<file path="config.mk">
export PLATFORM = sky130hd
export DESIGN_NAME = braitenberg_wheel_speed
export DESIGN_NICKNAME = d
export VERILOG_FILES = /design/src/rtl/bws_pkg.sv /design/src/rtl/bws_lane.sv /design/src/rtl/bws_merge.sv /design/src/rtl/bws_div.sv /design/src/rtl/braitenberg_wheel_speed.sv
export VERILOG_INCLUDE_DIRS = /design/src /design/src/rtl
export SDC_FILE = /design/constraint.sdc
export NUM_CORES = 2
export LEC_CHECK = 0
export BUFFER_PORTS_ARGS = -buffer_cell sky130_fd_sc_hd__clkbuf_2
export CORE_MARGIN = 8
export CORE_UTILIZATION = 55
export DETAILED_ROUTE_END_ITERATION = 8
export GPL_ROUTABILITY_DRIVEN = 0
export PLACE_DENSITY = 0.86
export SLEW_MARGIN = 15
export SYNTH_ARGS = -nofsm -noshare
export SYNTH_HDL_FRONTEND = slang
export SYNTH_SLANG_ARGS = --single-unit
</file>
<file path="constraint.sdc">
create_clock -name clk -period 35.7 [get_ports clk]
set_clock_uncertainty 0.15 [all_clocks]
set_input_delay 7.14 -clock clk [delete_from_list [all_inputs] [get_ports clk]]
set_output_delay 7.14 -clock clk [all_outputs]
set_load 0.02 [all_outputs]
</file>
<file path="src/rtl/braitenberg_wheel_speed_assert.svh">
// Assertion macros used by the wheel speed top module.
`ifndef BRAITENBERG_WHEEL_SPEED_ASSERT_SVH
`define BRAITENBERG_WHEEL_SPEED_ASSERT_SVH

// Same-cycle implication, clocked on clk and disabled while rst is high.
`define BWS_ASSERT_IMPL(label, ante, cons, msg) \
  label: assert property (@(posedge clk) disable iff (rst) (ante) |-> (cons)) \
    else $error(msg);

// Next-cycle implication, clocked on clk and disabled while rst is high.
`define BWS_ASSERT_NEXT(label, ante, cons, msg) \
  label: assert property (@(posedge clk) disable iff (rst) (ante) |=> (cons)) \
    else $error(msg);

`endif

</file>
<file path="src/rtl/bws_pkg.sv">
// Shared constants and coefficient tables of the wheel speed block.
package bws_pkg;

  localparam int SENSOR_COUNT_DEF = 8;
  localparam int READING_BITS_DEF = 12;
  localparam int MAX_SENSORS      = 16;

  // Coefficient and limit widths.
  localparam int COEF_W  = 6;
  localparam int LIMIT_W = 10;
  localparam logic [LIMIT_W-1:0] LIMIT_RESET = 10'd400;

  // Result field widths.
  localparam int SPEED_W      = 11;
  localparam int PEAK_W       = 12;
  localparam int RSUM_OUT_W   = 15;
  localparam int OUT_FIELDS_W = 2 * SPEED_W + PEAK_W + RSUM_OUT_W;
  localparam int OUT_DATA_W   = ((OUT_FIELDS_W + 7) / 8) * 8;

  // Right wheel weights; sensors beyond the eighth carry no weight.
  function automatic logic signed [COEF_W-1:0] right_coef(input int unsigned idx);
    case (idx)
      0:       return 6'sd16;
      1:       return 6'sd9;
      2:       return 6'sd6;
      3:       return 6'sd3;
      4:       return -6'sd1;
      5:       return -6'sd5;
      6:       return -6'sd6;
      7:       return -6'sd8;
      default: return '0;
    endcase
  endfunction

  // Left wheel weights; sensors beyond the eighth carry no weight.
  function automatic logic signed [COEF_W-1:0] left_coef(input int unsigned idx);
    case (idx)
      0:       return -6'sd12;
      1:       return -6'sd8;
      2:       return -6'sd5;
      3:       return 6'sd6;
      4:       return 6'sd2;
      5:       return 6'sd4;
      6:       return 6'sd5;
      7:       return 6'sd9;
      default: return '0;
    endcase
  endfunction

endpackage

</file>
<file path="src/rtl/bws_lane.sv">
// One sensor lane: registers the reading and its two weighted products.
module bws_lane #(
  parameter int LANE         = 0,
  parameter int READING_BITS = bws_pkg::READING_BITS_DEF,
  parameter int PROD_W       = READING_BITS + bws_pkg::COEF_W + 1
) (
  input  logic                     clk,
  input  logic                     en,
  input  logic [READING_BITS-1:0]  reading,
  output logic [READING_BITS-1:0]  reading_q,
  output logic signed [PROD_W-1:0] right_prod,
  output logic signed [PROD_W-1:0] left_prod
);

  logic signed [PROD_W-1:0] reading_ext;
  logic signed [PROD_W-1:0] right_w;
  logic signed [PROD_W-1:0] left_w;

  // Widen the reading and the lane's fixed weights before multiplying.
  assign reading_ext = PROD_W'($signed({1'b0, reading}));
  assign right_w     = PROD_W'(bws_pkg::right_coef(LANE));
  assign left_w      = PROD_W'(bws_pkg::left_coef(LANE));

  // Constant-weight products, registered for the merge stage.
  always_ff @(posedge clk) begin
    if (en) begin
      reading_q  <= reading;
      right_prod <= reading_ext * right_w;
      left_prod  <= reading_ext * left_w;
    end
  end

endmodule

</file>
<file path="src/rtl/bws_merge.sv">
// Merge stage: combines the lane results into wheel sums, peak and total.
module bws_merge #(
  parameter int SENSOR_COUNT = bws_pkg::SENSOR_COUNT_DEF,
  parameter int READING_BITS = bws_pkg::READING_BITS_DEF,
  parameter int PROD_W       = READING_BITS + bws_pkg::COEF_W + 1,
  parameter int SUM_W        = PROD_W + $clog2(SENSOR_COUNT),
  parameter int RSUM_W       = READING_BITS + $clog2(SENSOR_COUNT)
) (
  input  logic                     clk,
  input  logic                     en,
  input  logic [READING_BITS-1:0]  readings    [SENSOR_COUNT],
  input  logic signed [PROD_W-1:0] right_prods [SENSOR_COUNT],
  input  logic signed [PROD_W-1:0] left_prods  [SENSOR_COUNT],
  output logic signed [SUM_W-1:0]  right_sum,
  output logic signed [SUM_W-1:0]  left_sum,
  output logic [READING_BITS-1:0]  peak,
  output logic [RSUM_W-1:0]        total
);

  logic signed [SUM_W-1:0] right_acc;
  logic signed [SUM_W-1:0] left_acc;
  logic [READING_BITS-1:0] peak_acc;
  logic [RSUM_W-1:0]       total_acc;

  // Sum the products and readings and find the largest reading.
  always_comb begin
    right_acc = '0;
    left_acc  = '0;
    peak_acc  = '0;
    total_acc = '0;
    for (int i = 0; i < SENSOR_COUNT; i++) begin
      right_acc = right_acc + SUM_W'(right_prods[i]);
      left_acc  = left_acc + SUM_W'(left_prods[i]);
      total_acc = total_acc + RSUM_W'(readings[i]);
      if (readings[i] > peak_acc) begin
        peak_acc = readings[i];
      end
    end
  end

  always_ff @(posedge clk) begin
    if (en) begin
      right_sum <= right_acc;
      left_sum  <= left_acc;
      peak      <= peak_acc;
      total     <= total_acc;
    end
  end

endmodule

</file>
<file path="src/rtl/bws_div.sv">
// Pipelined restoring divider, one quotient bit per stage.
module bws_div #(
  parameter int NUM_W = 29,
  parameter int DEN_W = 19,
  parameter int Q_W   = bws_pkg::LIMIT_W
) (
  input  logic             clk,
  input  logic [Q_W-1:0]   en,
  input  logic [NUM_W-1:0] num,
  input  logic [DEN_W-1:0] den,
  output logic [Q_W-1:0]   quot
);

  logic [NUM_W-1:0] rem [Q_W];
  logic [DEN_W-1:0] dsr [Q_W];
  logic [Q_W-1:0]   qb  [Q_W];

  // Stage j settles quotient bit Q_W-1-j; the quotient is known to fit Q_W bits.
  for (genvar j = 0; j < Q_W; j++) begin : g_step
    localparam int K = Q_W - 1 - j;
    logic [NUM_W-1:0] rem_in;
    logic [DEN_W-1:0] den_in;
    logic [Q_W-1:0]   q_in;
    logic [NUM_W-1:0] trial;
    logic             fits;
    logic [Q_W-1:0]   q_next;

    if (j == 0) begin : g_first
      assign rem_in = num;
      assign den_in = den;
      assign q_in   = '0;
    end else begin : g_rest
      assign rem_in = rem[j-1];
      assign den_in = dsr[j-1];
      assign q_in   = qb[j-1];
    end

    // Trial subtract of the shifted divisor.
    always_comb begin
      trial     = NUM_W'(den_in) << K;
      fits      = rem_in >= trial;
      q_next    = q_in;
      q_next[K] = fits;
    end

    always_ff @(posedge clk) begin
      if (en[j]) begin
        rem[j] <= fits ? rem_in - trial : rem_in;
        dsr[j] <= den_in;
        qb[j]  <= q_next;
      end
    end
  end

  assign quot = qb[Q_W-1];

endmodule

</file>
<file path="src/rtl/braitenberg_wheel_speed.sv">
// Pipeline from an accepted frame to its result word: lanes, merge, scale prep, ten divider
// stages, output register. Throughput: one frame per cycle unless the output stalls,
// set by the pipelined divider with one quotient bit per stage.
// Each stage has its own valid bit, so bubbles fill while the result word waits.
// Reset (rst, synchronous, active high) empties the pipeline and sets speed_limit to 400.
module braitenberg_wheel_speed #(
  parameter int SENSOR_COUNT = bws_pkg::SENSOR_COUNT_DEF,
  parameter int READING_BITS = bws_pkg::READING_BITS_DEF
) (
  input  logic clk,
  input  logic rst,
  // Frame input word.
  input  logic s_axis_tvalid,
  output logic s_axis_tready,
  // Fields from the lowest bit up: sensor_0 .. sensor_N-1, READING_BITS each, zero fill.
  input  logic [((SENSOR_COUNT*READING_BITS+7)/8)*8-1:0] s_axis_tdata,
  // Result output word.
  output logic m_axis_tvalid,
  input  logic m_axis_tready,
  // Fields from the lowest bit up: left_speed, right_speed, peak_reading, reading_sum, zero fill.
  output logic [bws_pkg::OUT_DATA_W-1:0] m_axis_tdata,
  // Fields from the lowest bit up: was_scaled.
  output logic [0:0] m_axis_tuser,
  // Speed limit register write.
  input  logic cfg_valid,
  output logic cfg_ready,
  input  logic [bws_pkg::LIMIT_W-1:0] cfg_data
);

`include "braitenberg_wheel_speed_assert.svh"

  localparam int LIMIT_W    = bws_pkg::LIMIT_W;
  localparam int SPEED_W    = bws_pkg::SPEED_W;
  localparam int PEAK_W     = bws_pkg::PEAK_W;
  localparam int RSUM_OUT_W = bws_pkg::RSUM_OUT_W;
  localparam int PROD_W     = READING_BITS + bws_pkg::COEF_W + 1;
  localparam int SUM_W      = PROD_W + $clog2(SENSOR_COUNT);
  localparam int RSUM_W     = READING_BITS + $clog2(SENSOR_COUNT);
  localparam int DIVD_W     = SUM_W + LIMIT_W;
  localparam int DIV_STAGES = LIMIT_W;
  localparam int PREP_STAGE = 2;
  localparam int OUT_STAGE  = PREP_STAGE + DIV_STAGES + 1;
  localparam int NSTAGE     = OUT_STAGE + 1;

  // Fields that ride alongside the divider.
  typedef struct packed {
    logic signed [SPEED_W-1:0] left_raw;
    logic signed [SPEED_W-1:0] right_raw;
    logic                      left_neg;
    logic                      right_neg;
    logic                      scaled;
    logic [LIMIT_W-1:0]        lim;
    logic [PEAK_W-1:0]         peak;
    logic [RSUM_OUT_W-1:0]     total;
  } side_t;

  logic [NSTAGE-1:0]  valid;
  logic [NSTAGE-1:0]  adv;
  logic [LIMIT_W-1:0] speed_limit;

  // Stage handshake: a stage loads when it is empty or its word moves on.
  always_comb begin
    adv[NSTAGE-1] = !valid[NSTAGE-1] || m_axis_tready;
    for (int i = NSTAGE - 2; i >= 0; i--) begin
      adv[i] = !valid[i] || adv[i+1];
    end
  end

  always_ff @(posedge clk) begin
    if (rst) begin
      valid <= '0;
    end else begin
      if (adv[0]) begin
        valid[0] <= s_axis_tvalid;
      end
      for (int i = 1; i < NSTAGE; i++) begin
        if (adv[i]) begin
          valid[i] <= valid[i-1];
        end
      end
    end
  end

  assign s_axis_tready = adv[0];

  // Speed limit register.
  assign cfg_ready = 1'b1;

  always_ff @(posedge clk) begin
    if (rst) begin
      speed_limit <= bws_pkg::LIMIT_RESET;
    end else if (cfg_valid) begin
      speed_limit <= cfg_data;
    end
  end

  // Sensor lanes.
  logic [READING_BITS-1:0]  lane_reading [SENSOR_COUNT];
  logic signed [PROD_W-1:0] lane_right   [SENSOR_COUNT];
  logic signed [PROD_W-1:0] lane_left    [SENSOR_COUNT];

  for (genvar g = 0; g < SENSOR_COUNT; g++) begin : g_lane
    bws_lane #(
      .LANE        (g),
      .READING_BITS(READING_BITS),
      .PROD_W      (PROD_W)
    ) u_lane (
      .clk       (clk),
      .en        (adv[0]),
      .reading   (s_axis_tdata[g*READING_BITS +: READING_BITS]),
      .reading_q (lane_reading[g]),
      .right_prod(lane_right[g]),
      .left_prod (lane_left[g])
    );
  end

  // Merge of the lane results.
  logic signed [SUM_W-1:0] right_sum;
  logic signed [SUM_W-1:0] left_sum;
  logic [READING_BITS-1:0] peak_m;
  logic [RSUM_W-1:0]       total_m;

  bws_merge #(
    .SENSOR_COUNT(SENSOR_COUNT),
    .READING_BITS(READING_BITS),
    .PROD_W      (PROD_W),
    .SUM_W       (SUM_W),
    .RSUM_W      (RSUM_W)
  ) u_merge (
    .clk        (clk),
    .en         (adv[1]),
    .readings   (lane_reading),
    .right_prods(lane_right),
    .left_prods (lane_left),
    .right_sum  (right_sum),
    .left_sum   (left_sum),
    .peak       (peak_m),
    .total      (total_m)
  );

  // Scale prep: magnitudes, limit check and the dividends |speed| * limit.
  logic [SUM_W-1:0]  left_mag;
  logic [SUM_W-1:0]  right_mag;
  logic [SUM_W-1:0]  top_mag;
  logic [SUM_W-1:0]  lim_ext;
  logic              over;
  logic [DIVD_W-1:0] num_l;
  logic [DIVD_W-1:0] num_r;
  logic [SUM_W-1:0]  den;
  side_t             side [DIV_STAGES+1];

  always_comb begin
    left_mag  = left_sum[SUM_W-1] ? SUM_W'(-left_sum) : SUM_W'(left_sum);
    right_mag = right_sum[SUM_W-1] ? SUM_W'(-right_sum) : SUM_W'(right_sum);
    top_mag   = (left_mag > right_mag) ? left_mag : right_mag;
    lim_ext   = SUM_W'(speed_limit);
    over      = (left_mag > lim_ext) || (right_mag > lim_ext);
  end

  always_ff @(posedge clk) begin
    if (adv[PREP_STAGE]) begin
      num_l             <= DIVD_W'(left_mag) * DIVD_W'(speed_limit);
      num_r             <= DIVD_W'(right_mag) * DIVD_W'(speed_limit);
      den               <= top_mag;
      side[0].left_raw  <= SPEED_W'(left_sum);
      side[0].right_raw <= SPEED_W'(right_sum);
      side[0].left_neg  <= left_sum[SUM_W-1];
      side[0].right_neg <= right_sum[SUM_W-1];
      side[0].scaled    <= over;
      side[0].lim       <= speed_limit;
      side[0].peak      <= PEAK_W'(peak_m);
      side[0].total     <= RSUM_OUT_W'(total_m);
    end
    // Side fields follow the divider stage by stage.
    for (int j = 1; j <= DIV_STAGES; j++) begin
      if (adv[PREP_STAGE+j]) begin
        side[j] <= side[j-1];
      end
    end
  end

  // One divider lane per wheel, sharing the peak magnitude as divisor.
  logic [LIMIT_W-1:0] quot_l;
  logic [LIMIT_W-1:0] quot_r;

  bws_div #(
    .NUM_W(DIVD_W),
    .DEN_W(SUM_W),
    .Q_W  (LIMIT_W)
  ) u_div_left (
    .clk (clk),
    .en  (adv[PREP_STAGE+1 +: DIV_STAGES]),
    .num (num_l),
    .den (den),
    .quot(quot_l)
  );

  bws_div #(
    .NUM_W(DIVD_W),
    .DEN_W(SUM_W),
    .Q_W  (LIMIT_W)
  ) u_div_right (
    .clk (clk),
    .en  (adv[PREP_STAGE+1 +: DIV_STAGES]),
    .num (num_r),
    .den (den),
    .quot(quot_r)
  );

  // Output register: restore signs of scaled speeds, else pass them through.
  side_t                     side_o;
  logic signed [SPEED_W-1:0] left_o;
  logic signed [SPEED_W-1:0] right_o;
  logic signed [SPEED_W-1:0] left_q;
  logic signed [SPEED_W-1:0] right_q;
  logic [PEAK_W-1:0]         peak_q;
  logic [RSUM_OUT_W-1:0]     total_q;
  logic                      scaled_q;
  logic [LIMIT_W-1:0]        lim_q;

  always_comb begin
    side_o = side[DIV_STAGES];
    if (side_o.scaled) begin
      left_o  = side_o.left_neg ? -SPEED_W'(quot_l) : SPEED_W'(quot_l);
      right_o = side_o.right_neg ? -SPEED_W'(quot_r) : SPEED_W'(quot_r);
    end else begin
      left_o  = side_o.left_raw;
      right_o = side_o.right_raw;
    end
  end

  always_ff @(posedge clk) begin
    if (adv[OUT_STAGE]) begin
      left_q   <= left_o;
      right_q  <= right_o;
      peak_q   <= side_o.peak;
      total_q  <= side_o.total;
      scaled_q <= side_o.scaled;
      lim_q    <= side_o.lim;
    end
  end

  assign m_axis_tvalid = valid[OUT_STAGE];
  assign m_axis_tdata  = {(bws_pkg::OUT_DATA_W - bws_pkg::OUT_FIELDS_W)'(0),
                          total_q, peak_q, right_q, left_q};
  assign m_axis_tuser  = scaled_q;

  // Speed magnitudes of the result word, for checking against its limit.
  logic [SPEED_W-1:0] lmag;
  logic [SPEED_W-1:0] rmag;
  logic               speeds_ok;
  logic               limit_hit;

  assign lmag      = left_q[SPEED_W-1] ? SPEED_W'(-left_q) : SPEED_W'(left_q);
  assign rmag      = right_q[SPEED_W-1] ? SPEED_W'(-right_q) : SPEED_W'(right_q);
  assign speeds_ok = (lmag <= lim_q) && (rmag <= lim_q);
  assign limit_hit = (lmag == lim_q) || (rmag == lim_q);

  `BWS_ASSERT_IMPL(a_within_limit, m_axis_tvalid, speeds_ok, "speed over limit")
  `BWS_ASSERT_IMPL(a_scaled_hits, m_axis_tvalid && scaled_q, limit_hit, "scale miss")
  `BWS_ASSERT_IMPL(a_reset_empty, $past(rst), !m_axis_tvalid, "result word right after reset")
  `BWS_ASSERT_NEXT(a_accept_loads, s_axis_tvalid && s_axis_tready, valid[0], "accepted frame lost")

endmodule

</file>
# Word-level counts from Yosys, hierarchy flattened
# Memory sizes are Yosys's and may differ from the RTL's.
# Index checks and enable logic that the tools add are counted.
# W data, S select, Z words.
dict set report word_totals {
  ramBits 1962
  reg_bits 533
  n_memories 7
}
dict set report op_classes {
  mux 57
  magnitude_cmp 31
  add_sub_neg 48
  n_reduce_logical 29
  mul 12
}
# name depth width read_ports rd_ports_with_merged_regs wr line_no
set mem_list {}
lappend mem_list {side 11 62 11 0 11 braitenberg_wheel_speed.sv:150} ;# side_t side [DIV_STAGES+1];
lappend mem_list {u_div_left.rem 10 32 9 0 10 bws_div.sv:14} ;# logic [NUM_W-1:0] rem [Q_W];
lappend mem_list {u_div_right.rem 10 32 9 0 10 bws_div.sv:14}
lappend mem_list {u_div_left.dsr 10 22 9 0 10 bws_div.sv:15} ;# logic [DEN_W-1:0] dsr [Q_W];
lappend mem_list {u_div_right.dsr 10 22 9 0 10 bws_div.sv:15}
lappend mem_list {u_div_left.qb 10 10 10 0 10 bws_div.sv:16} ;# logic [Q_W-1:0] qb [Q_W];
lappend mem_list {{+1 memories} -- -- -- -- -- --}
# operator count
set op_table {}
lappend op_table {{$mux W32} 20}
lappend op_table {{$mux W12} 8}
lappend op_table {{$add A15 B12 Y15} 6}
lappend op_table {{$gt A12 B12 Y1} 7}
lappend op_table {{$add A22 B17 Y22} 3}
lappend op_table {{$mux W22} 3}
lappend op_table {{$ge A32 B22 Y1} 2}
lappend op_table {{$ge A32 B23 Y1} 2}
lappend op_table {{$ge A32 B24 Y1} 2}
lappend op_table {{$ge A32 B25 Y1} 2}
lappend op_table {{$ge A32 B26 Y1} 2}
lappend op_table {{$ge A32 B27 Y1} 2}
lappend op_table {{$ge A32 B28 Y1} 2}
lappend op_table {{$ge A32 B29 Y1} 2}
lappend op_table {{$ge A32 B30 Y1} 2}
lappend op_table {{$ge A32 B31 Y1} 2}
lappend op_table {{$mul A22 B10 Y32} 2}
lappend op_table {{$sub A32 B22 Y32} 2}
lappend op_table {{$sub A32 B23 Y32} 2}
lappend op_table {{$sub A32 B24 Y32} 2}
lappend op_table {{$sub A32 B25 Y32} 2}
lappend op_table {{$sub A32 B26 Y32} 2}
lappend op_table {{$sub A32 B27 Y32} 2}
lappend op_table {{$sub A32 B28 Y32} 2}
lappend op_table {{other kinds (30)} 94}

# Depth between registers and ports, before layout
dict set report depth {
  depth_word 16
  depth_mapped 81
}

# Modules after synthesis
# Synthesis repeated with hierarchy kept, for this count alone.
dict set report hier_totals {
  hier_cells 11138
  area_unflattened_um2 130990.6
}
# module n_inst cells_each area_per_inst_um2
set by_module_without_submodules {}
lappend by_module_without_submodules {braitenberg_wheel_speed 1 2751 38200.4}
lappend by_module_without_submodules {{bws_div at u_div_left} 1 2813 30696.9}
lappend by_module_without_submodules {{bws_div at u_div_right} 1 2738 30560.6}
lappend by_module_without_submodules {bws_merge 1 1527 15129.5}
lappend by_module_without_submodules {{bws_lane at g_lane[1].u_lane ...} 2 158 2100.8}
lappend by_module_without_submodules {{bws_lane at g_lane[2].u_lane} 1 247 2899.0}
lappend by_module_without_submodules {{bws_lane at g_lane[6].u_lane} 1 210 2534.9}
lappend by_module_without_submodules {{bws_lane at g_lane[5].u_lane} 1 178 2154.6}
lappend by_module_without_submodules {{bws_lane at g_lane[0].u_lane} 1 149 1790.5}
lappend by_module_without_submodules {{bws_lane at g_lane[3].u_lane} 1 123 1487.7}
lappend by_module_without_submodules {{bws_lane at g_lane[4].u_lane} 1 86 1335.0}

# Worst setup path before layout
# No wires, ideal clock.
dict set report synth_path {
  kind {input port to output port}
  from {input m_axis_tready}
  to {output s_axis_tready}
  path_buffers 0
  t_arrival_ns 27.848
  path_stages 10
  setup_slack_ns 0.562
  required_ns 28.410
  cell_sequence {nor2b_1 and2_1 and3_1 nand3_1 nor2_1 nand3_1 nor2_1 nand3_1 inv_1 nand3_1}
}
dict set report synth_between {
  elab_chain_cells 14
}
# element line_no
set synth_rtl {}
lappend synth_rtl {{from (decl)} braitenberg_wheel_speed.sv:19} ;# input logic m_axis_tready,
lappend synth_rtl {{$logic_or A1 B1 Y1} braitenberg_wheel_speed.sv:63} ;# adv[NSTAGE-1] = !valid[NSTAGE-1] || m_axis_tready;
lappend synth_rtl {{$logic_or A1 B1 Y1 (5 in a row)} braitenberg_wheel_speed.sv:65} ;# adv[i] = !valid[i] || adv[i+1];
lappend synth_rtl {{via adv[8]} braitenberg_wheel_speed.sv:58} ;# logic [NSTAGE-1:0] adv;
lappend synth_rtl {{$logic_or A1 B1 Y1 (3 in a row)} braitenberg_wheel_speed.sv:65}
lappend synth_rtl {{via adv[5]} braitenberg_wheel_speed.sv:58}
lappend synth_rtl {{$logic_or A1 B1 Y1 (3 in a row)} braitenberg_wheel_speed.sv:65}
lappend synth_rtl {{via adv[2]} braitenberg_wheel_speed.sv:58}
lappend synth_rtl {{$logic_or A1 B1 Y1 (2 in a row)} braitenberg_wheel_speed.sv:65}
lappend synth_rtl {{to (decl)} braitenberg_wheel_speed.sv:14} ;# output logic s_axis_tready,
# The timed path passes the listed nets, and every way through them passes these cells.

# Worst setup path in the final report
# Same ends and word-level chain as after synthesis.

==> flow_metrics.py <==
metrics = {
    "run_status": {
        "status": "complete, but fails checks",
        "failed_checks": "design-rule violations",
    },
    "critical_path": {
        "crit_required_ns": 28.41,
        "path_class": "in -> out",
        "r2r-end": "u_merge.peak[4]",
        "worstSetupStartpoint": "m_axis_tready",
        "r2r-start": "g_lane[0].u_lane.reading_q[1]",
        "crit_path_max_fanout": 56,
        "reg2reg_depth": 72,
        "critPathArrivalTime_ns": 11.74,
        "worstSetupEndpointType": "output port",
        "cp-start-kind": "input port",
        "rrSetupSlack_ns": 17.90,
    },
    "logic_synthesis": {
        "synth_cell_types": 86,
        "synth-main-ff-cell": "edfxtp_1",
        "syn_avg_cell_area_um2": 11.6,
        "ys_seq_area_frac": 0.495,
        "yosys_warnings": 0,
        "postSynthCellCount": 10100,
        "syn_area_um2": 118000,
        "synth-seq-cells": 1953,
        "synth_edf_count": 1929,
        "synth-async-reset-ratio": 0,
    },
    "clock_network": {
        "h-tree-depth": 4,
        "cts-hold-fix-buffers": 0,
        "cts_tree": "yes",
        "numCtsBuffers": 190,
        "post_cts_buffers": 0,
        "clk-insertion-delay-late_ns": 0.87,
        "cts_resized": 0,
        "clockBufferDepth": 3,
        "path_clk_slew_ns": 0.06,
        "cts.sinks": 1953,
        "clock-root-buffer": "clkbuf_16",
    },
    "final_layout": {
        "nFillCells": 15600,
        "seq_area_um2": 58400,
        "synthToLayoutAreaGrowth_pct": 9.31,
        "fin_nets": 12100,
        "drive_gt1_frac": 0.0623,
        "multi_input_area_um2": 53700,
    },
    "grt": {
        "grt.overflow.total": 0,
        "grt_pass1_wl_mm": 457,
        "grtUsageTotal": 0.253,
        "grt_pass1_vias": 83200,
        "grt_max_degree": 92,
        "antenna_found_initial": 17,
    },
    "min_path": {
        "hold_depth": 0,
        "worstHoldStart": "u_merge.total[11]",
        "hp-class": "reg -> reg",
        "min_to": "side[0][11]",
    },
    "timing": {
        "fin_tns_setup_ns": 0,
        "finalSetupViolations": 0,
        "slew_headroom": 0.149,
        "hold_viol": 0,
        "max_freq_mhz": 52.5,
        "period_share": 0.533,
        "final-max-slew-violation-count": 0,
        "layout_min_cycle_time_ns": 19.03,
        "rsz0062_at_grt": "no",
        "tightest_slew_ns": 1.27,
    },
    "die": {
        "num_io_pins": 171,
        "die_area_um2": 230000,
        "core_um2": 214000,
        "dieHeight_um": 479,
        "die_w_um": 479,
        "rows": 170,
        "start_util": 0.552,
    },
    "drt": {
        "vias_per_cell": 6.03,
        "dr_total_vias": 80900,
        "antenna_left": 0,
        "firstDrtPassIters": 9,
        "routedWlPerCell_um": 22.2,
        "drt-initial-drc-count": 8913,
        "drcViolationCount": 3,
        "wl_mm": 298,
    },
    "place": {
        "port_buffers": 162,
        "dpl.hpwl_mm": 223,
    },
    "job": {
        "cap_viol_max_count": 0,
    },
}
-- worst max-delay path: stages --
cell      delay, ns
clkbuf_2       0.08
nor2b_1        0.20
and2_1         0.32
and3_1         0.46
nand3_4        0.32
nor2_1         0.67
nand3_4        0.74
nor2_1         0.90
nand3_4        0.14
inv_1          0.24
nand3_4        0.25
clkbuf_2       0.24
-- cell usage after synthesis, types with 55 or more instances --
cell type  count  share of area
nor4_1        67         0.0035
nor2b_1      101         0.0054
inv_1       1425          0.045
o21ai_0      474          0.020
a21oi_1      641          0.027
o21a_1        55         0.0035
and2_1       116         0.0061
o21bai_1     109         0.0069
nand2_1      790          0.025
nand4_1      101         0.0054
nor3_1       102         0.0043
xnor2_1      416          0.031
o31ai_1      109         0.0069
a21o_1       170          0.011
ha_1        1047           0.11
a21boi_0     122         0.0078
xor2_1       181          0.013
nand3_1      125         0.0053
clkbuf_1     177         0.0056
fa_1         586          0.099
nand2b_1     112         0.0059
nor2_1       660          0.021
edfxtp_1    1929           0.49
-- final cells by class --
cell class	count	share of cell area
Tap cell	2838	0.0275
Timing Repair Buffer	251	0.0115
Antenna cell	9	0.000174
Multi-Input combinational cell	6570	0.416
Clock buffer	226	0.0383
Sequential cell	1953	0.452
Clock inverter	132	0.0122
Inverter	1430	0.0417
-- per-layer routing --
metal,global-route usage,vias to the layer above,part of all wire
met1,0.278,38400,0.34
met3,0.0582,1506,0.098
met4,0.189,6,0.091
li1,-,35900,-
met2,0.429,5037,0.47
met5,0,-,0.00014
-- cells in the final DEF (no fill, tap or decap), types with 162 or more instances in the layout --
cell type,instances
ha_1,1047
inv_1,1420
a21oi_1,640
xor2_1,181
nor2_1,657
edfxtp_1,1929
nand2_1,785
fa_1,586
xnor2_1,415
clkbuf_16,191
o21ai_0,472
clkbuf_2,162
a21o_1,170
-- flip-flops by register name (all words and copies together) (netlist names), 32 cells and up --
signal,flops
side,572
u_div_left.rem,288
u_div_right.rem,288
u_div_right.dsr,132
g_lane.u_lane.right_prod,105
g_lane.u_lane.reading_q,84
g_lane.u_lane.left_prod,77
u_div_left.dsr,66
u_div_left.qb,55
u_div_right.qb,55
num_l,32
num_r,32
-- how the worst max path moves through the flow --
stage | to | slack (ns)
2_1_floorplan | s_axis_tready | 0.56
3_3_place_gp | s_axis_tready | 16.93
3_5_place_dp | s_axis_tready | 16.69
4_1_cts | s_axis_tready | 16.63
5_1_grt | s_axis_tready | 16.36
6_report | s_axis_tready | 16.67
-- per-stage QoR --
stage | cells | setup slack [ns] | area (um2) | hold WS (ns) | utilization
after CTS | 13400 | 16.63 | 129000 | 0.237 | 0.603
after floorplan | 10100 | 0.562 | 118000 | 0.250 | -
after global routing | 13400 | 16.36 | 129000 | 0.253 | 0.603
final | 13400 | 16.67 | 129000 | 0.238 | 0.603
after detailed placement | 13000 | 16.69 | 123000 | 0.255 | 0.573
after global placement | 13000 | 16.93 | 123000 | 0.251 | 0.573
-- cells by family after synthesis --
group,Yosys count,share of synthesized area
xor gates and xnor gates,597,0.0443
adders and majority gates,1633,0.210
DFF,1953,0.495
other,2,0.0000636
buffers and inverters,1623,0.0521
muxes,70,0.00671
and+or+nand+nor,2360,0.0934
AOI/OAI and AO/OA,1902,0.0987
Power is left out: the tool's default activity adds up to more than one toggle a clock period on the data nets, which glitch-free logic cannot reach.
